`config.mk`:
```
export PLATFORM = sky130hd
export DESIGN_NAME = dgtl_axis
export DESIGN_NICKNAME = d
export VERILOG_FILES = /design/src/hw/rtl/dgtl_pkg.sv /design/src/hw/rtl/dgtl_axis.sv
export SDC_FILE = /design/constraint.sdc
export NUM_CORES = 2
export LEC_CHECK = 0
export ABC_AREA = 1
export BUFFER_PORTS_ARGS = -buffer_cell sky130_fd_sc_hd__buf_2
export CORE_ASPECT_RATIO = 1.5
export CORE_MARGIN = 2
export CORE_UTILIZATION = 30
export CTS_CLUSTER_DIAMETER = 60
export DETAILED_ROUTE_END_ITERATION = 10
export GPL_ROUTABILITY_DRIVEN = 0
export PLACE_DENSITY = 0.47
export RECOVER_POWER = 100
export SETUP_SLACK_MARGIN = 0.4
export SLEW_MARGIN = 15
export SYNTH_ARGS = -nofsm -noshare
export SYNTH_HDL_FRONTEND = slang
export SYNTH_SLANG_ARGS = --single-unit
```
`constraint.sdc`:
```
create_clock -name clk -period 8 [get_ports clk]
set_clock_uncertainty 0.15 [all_clocks]
set_input_delay 0.4 -clock clk [delete_from_list [all_inputs] [get_ports clk]]
set_output_delay 0.4 -clock clk [all_outputs]
set_load 0.05 [all_outputs]
```
`src/hw/rtl/dgtl_pkg.sv`:
```
// dgtl_pkg: shared types, register codes and reset values of the distance grid lookup
// no dependencies; imported by every module under hw/rtl
package dgtl_pkg;

	localparam int GRID_SIDE_DEF   = 64;
	localparam int VALUE_WIDTH_DEF = 32;

	localparam logic [2:0] REG_CENTER_X   = 3'd0;
	localparam logic [2:0] REG_CENTER_Y   = 3'd1;
	localparam logic [2:0] REG_CENTER_Z   = 3'd2;
	localparam logic [2:0] REG_EXTENT_X   = 3'd3;
	localparam logic [2:0] REG_EXTENT_Y   = 3'd4;
	localparam logic [2:0] REG_EXTENT_Z   = 3'd5;
	localparam logic [2:0] REG_VOXELS     = 3'd6;
	localparam logic [2:0] REG_GRID_SCALE = 3'd7;

	localparam logic OP_WRITE = 1'b0;
	localparam logic OP_QUERY = 1'b1;

	localparam logic signed [31:0] CENTER_RST = 32'sd0;
	localparam logic [30:0]        EXTENT_RST = 31'd4194304;
	localparam logic [6:0]         VOXELS_RST = 7'd64;
	localparam logic [31:0]        SCALE_RST  = 32'd65536;

	typedef struct packed {
		logic               operation;
		logic [5:0]         voxel_x;
		logic [5:0]         voxel_y;
		logic [5:0]         voxel_z;
		logic signed [31:0] voxel_value;
		logic signed [31:0] query_x;
		logic signed [31:0] query_y;
		logic signed [31:0] query_z;
	} in_item_t;

	typedef struct packed {
		logic signed [31:0] clearance;
		logic               valid_res;
	} out_item_t;

	typedef struct packed {
		logic [5:0]         x;
		logic [5:0]         y;
		logic [5:0]         z;
		logic signed [31:0] value;
	} wr_item_t;

	// load enables of the pipeline registers
	typedef struct packed {
		logic s1;
		logic s2;
		logic s3;
		logic s4;
		logic s5;
		logic s6;
		logic s7;
		logic so;
	} pipe_en_t;

endpackage

```
`src/hw/rtl/dgtl_axis.sv`:
```
// dgtl_axis: per-axis front end, box test, scaling to voxel coordinates, grid bounds check
// depends on dgtl_pkg; four register stages s1 to s4
module dgtl_axis import dgtl_pkg::*; #(
	parameter int GRID_SIDE = GRID_SIDE_DEF,
	localparam int CW = (GRID_SIDE > 2) ? $clog2(GRID_SIDE) : 1
) (
	input  logic               clk,
	input  pipe_en_t           en,
	input  logic signed [31:0] q,
	input  logic signed [31:0] c,
	input  logic [30:0]        e,
	input  logic [31:0]        scale,
	input  logic [6:0]         vpa,
	output logic [CW-1:0]      lo,
	output logic               nz,
	output logic [16:0]        w,
	output logic               ok
);

	localparam int LW = $clog2(GRID_SIDE + 1);

	logic signed [34:0] q2, c2, lo_b, hi_b;
	logic signed [32:0] d_s1;
	logic               in_s1, in_s2, in_s3;
	logic signed [49:0] plo_s2, phi_s2;
	logic signed [67:0] v_s3;
	logic [35:0]        fl;
	logic [31:0]        fr;
	logic [36:0]        ce;
	logic [LW-1:0]      lim;
	logic [CW-1:0]      lo_s4;
	logic               nz_s4, ok_s4;
	logic [16:0]        w_s4;

	assign q2   = 35'(q) <<< 1;
	assign c2   = 35'(c) <<< 1;
	assign lo_b = c2 - $signed({4'd0, e});
	assign hi_b = c2 + $signed({4'd0, e});

	always_ff @(posedge clk) begin
		if (en.s1) begin
			d_s1  <= 33'(q) - 33'(c);
			in_s1 <= !(q2 < lo_b || q2 > hi_b);
		end
		if (en.s2) begin
			plo_s2 <= d_s1 * $signed({1'b0, scale[15:0]});
			phi_s2 <= d_s1 * $signed({1'b0, scale[31:16]});
			in_s2  <= in_s1;
		end
		if (en.s3) begin
			v_s3  <= 68'(plo_s2) + (68'(phi_s2) <<< 16) + $signed(68'(vpa) << 31);
			in_s3 <= in_s2;
		end
	end

	assign fl  = v_s3[67:32];
	assign fr  = v_s3[31:0];
	assign ce  = 37'(fl) + 37'(|fr);
	assign lim = ({25'd0, vpa} < 32'(GRID_SIDE)) ? LW'(vpa) : LW'(GRID_SIDE);

	always_ff @(posedge clk) begin
		if (en.s4) begin
			lo_s4 <= fl[CW-1:0];
			nz_s4 <= |fr;
			w_s4  <= 17'(({1'b0, fr} + 33'h8000) >> 16);
			ok_s4 <= in_s3 && !v_s3[67] && (ce < 37'(lim));
		end
	end

	assign lo = lo_s4;
	assign nz = nz_s4;
	assign w  = w_s4;
	assign ok = ok_s4;

endmodule

```
==> flow_summary.yaml <==
run_status:
  status: "finished with violations"
  violations: "capacitance limit, slew limit"
final_layout:
  syn2layout_area_growth_pct: 8.17
  multiInputGateArea_um2: 42100
  fillerInstances: 20500
  num-nets-final: 8970
  layout-drive-gt1-share_pct: 4.35
  area.sequential_um2: 6880
global_routing:
  grt_usage_pct: 18.3
  antenna_found_initial: 22
  grt_pass1_vias: 49900
  grt_pass1_wl_um: 278000
  grt-ovfl-total: 0
  grt_max_degree: 65
sta:
  rsz0062_at_grt: "false"
  finalCriticalPeriod_ns: 7.48
  worst_slew_pin_slew_ns: 3.33
  hold_viol_final: 0
  setup_tns_ns: 0
  finalMaxSlewViolations: 204
  fin_crit_sh_pct: 93.5
  max_slew_margin_pct: -122
  setup_violations: 0
  fmax_mhz: 134
yosys:
  synth_top_area_share_pct: 35.3
  synth-edff-count: 229
  yosysTopAreaCell: "fa_1"
  synthesis.area_um2: 57600
  synthTopCellsByArea: "fa_1 (35%), inv_1 (13%), edfxtp_1 (12%), ha_1 (11%), nand2_1 (11%)"
  synth_warnings: 0
  synth-seq-cells: 229
  yosysSeqAreaShare_pct: 11.9
  synth_nets: 8926
  synth_ff_type: "edfxtp_1"
  syn_area_per_cell_um2: 7.92
  ys_types: 54
  syn_inst: 7270
  async_reset_ff_share_pct: 0
clocking:
  cts_max_path_buffers: 3
  htree_levels: 1
  clk_latency_ns: 0.63
  cts_buffers: 30
  post_cts_buffers: 0
  cts_tree: "built"
  clock-root-buffer: "clkbuf_16"
  cts.sinks: 229
  cts_resized: 0
  path_clk_slew_ns: 0.06
drt:
  wl_um: 176000
  via_per_inst: 4.64
  vias: 45600
  drtIter0Drc: 2228
  drt_first_pass_iters: 6
  remaining_drc_errors: 0
  wire_per_inst_um: 18.0
  postRouteAntennaNets: 0
floorplan:
  fp.coreArea_um2: 190000
  pin_count: 168
  rows: 196
  die_w_um: 362
  start_util_pct: 30.3
  die_area_um2: 195000
  die-height_um: 541
worst_hold_path:
  min_path_type: "input port to register"
setup_path:
  crit_path_start_kind: "register"
  crit_top_cell: "fa_1"
  crit_path_end_kind: "register"
  cpPeakStageDelay_ns: 0.80
  cp_slowest_cell: "edfxtp_1"
  arrival_ns: 7.69
  required_ns: 8.21
  path_class: "register to register"
  path_cells: "clkbuf_1, nand2_1, fa_1, fa_1, fa_1, fa_1, inv_1, fa_1, inv_1, fa_1, inv_1, ha_1, nand2_1, inv_1, a21oi_1, a21boi_0, o21ai_2, a21oi_2, o21ai_0, xor2_1"
  cp_max_fo: 7
placement:
  dp_hpwl_um: 149000
  portBuffers: 163
job:
  max-cap-violations: 4
-- cells by family after synthesis --
logic type      share of synthesized area (%)
compound gates                           7.01
fa+ha+maj                                46.1
xor+xnor                                 3.94
buf+inv                                  14.8
simple gates                             16.2
flops                                    11.9
-- metrics by stage --
| stage | hold WS (ns) | utilization (%) | instance area [µm²] | worst slack [ns] | cells |
|---|---|---|---|---|---|
| global route | 0.136 | 32.7 | 62200 | 0.347 | 9813 |
| detailed placement | 0.255 | 32.2 | 61400 | 0.955 | 9756 |
| finish | 0.135 | 32.7 | 62300 | 0.520 | 9822 |
| floorplan | 0.250 | - | 57600 | 1.98 | 7270 |
| CTS | 0.0892 | 32.8 | 62400 | 0.954 | 9813 |
| global placement | 0.252 | 32.2 | 61400 | 1.02 | 9756 |
-- cells in the final DEF, fill, tap and decap left out, types with 14 or more instances in the layout --
cell,instances
xnor2_1,74
edfxtp_1,229
nor4_1,24
a21o_1,43
fa_1,1016
nor2_1,354
ha_1,497
buf_2,132
nor3_1,55
a31oi_1,38
nand2_1,1653
o211ai_1,14
nand3_1,143
a21oi_1,316
o21bai_1,29
buf_4,77
a21boi_0,15
o21ai_0,169
inv_1,2007
clkbuf_1,41
o21a_1,16
xor2_1,185
clkbuf_16,30
nand4_1,30
-- metal layers --
layer	global-route usage (%)	part of all wire, %	vias up
li1	-	-	21600
met1	20.8	39	22500
met2	34.4	52	1038
met3	1.79	4.0	357
met4	7.74	5.1	18
met5	0	0.066	-
-- worst paths after layout --
check	startpoint	slack [ns]	cells after the start	end
setup / recovery	d_s1[9]	0.52	20	plo_s2[22]
hold reg to reg	in_s2	0.26	0	in_s3
hold / removal	c[0]	0.14	3	d_s1[0]
setup reg to reg	d_s1[9]	0.52	20	plo_s2[22]
-- Yosys cell counts, types with 3 or more instances --
| master | instances |
|---|---|
| inv_1 | 2007 |
| nand2_1 | 1651 |
| fa_1 | 1016 |
| ha_1 | 497 |
| nor2_1 | 352 |
| a21oi_1 | 309 |
| clkbuf_1 | 229 |
| edfxtp_1 | 229 |
| xor2_1 | 185 |
| o21ai_0 | 152 |
| nand3_1 | 138 |
| xnor2_1 | 74 |
| nor3_1 | 54 |
| a21o_1 | 43 |
| a31oi_1 | 38 |
| nand4_1 | 30 |
| o21ai_1 | 28 |
| o21bai_1 | 25 |
| nor4_1 | 23 |
| o21a_1 | 16 |
| o211ai_1 | 14 |
| a21oi_2 | 13 |
| buf_2 | 12 |
| and3_1 | 11 |
| nand3_2 | 10 |
| nor2_2 | 9 |
| nand2_2 | 8 |
| a21boi_0 | 7 |
| a221oi_1 | 7 |
| inv_2 | 7 |
| nand3b_1 | 7 |
| o21ai_2 | 7 |
| a211oi_1 | 5 |
| a21boi_1 | 5 |
| a21boi_2 | 5 |
| nor2_4 | 5 |
| o31ai_1 | 5 |
| nor4_2 | 4 |
| o21bai_2 | 4 |
| o221ai_1 | 4 |
| and2_1 | 3 |
| clkbuf_2 | 3 |
| o2111ai_1 | 3 |
-- worst max-delay path, delay by kind of cell (launching register included) --
| kind | cells | cell delay [ns] |
|---|---|---|
| adder cells (fa/ha/maj) | 7 | 3.43 |
| AND/OR/NAND/NOR | 2 | 0.27 |
| flip-flops | 1 | 0.80 |
| AO/OA/AOI/OAI | 5 | 1.42 |
| XOR/XNOR | 1 | 0.44 |
| buffers and inverters | 5 | 0.69 |
-- flip-flops by register name (all words and copies together), names as in the netlist --
| signal | flops |
|---|---|
| plo_s2 | 50 |
| v_s3 | 68 |
| phi_s2 | 50 |
| ok | 1 |
| in_s1 | 1 |
| d_s1 | 33 |
| lo | 6 |
| in_s3 | 1 |
| in_s2 | 1 |
| w | 17 |
| nz | 1 |
-- layout make-up --
type	instances	area share, %
inverter	2016	12.2
timing repair buffer	258	2.53
clock buffer	33	1.22
multi-input combinational	4779	67.6
tap	2475	4.97
antenna	9	0.0362
sequential	229	11.0
clock inverter	23	0.488
-- repair_timing --
| action | 4_1_cts | 5_1_grt |
|---|---|---|
| hold buffers | 1 | 0 |
| hold endpoints to repair | 5 | 0 |
| setup endpoints to repair | 0 | 0 |
Power is not shown: default switching activity piles up to over one toggle a cycle in this logic, so the estimate is an artifact.
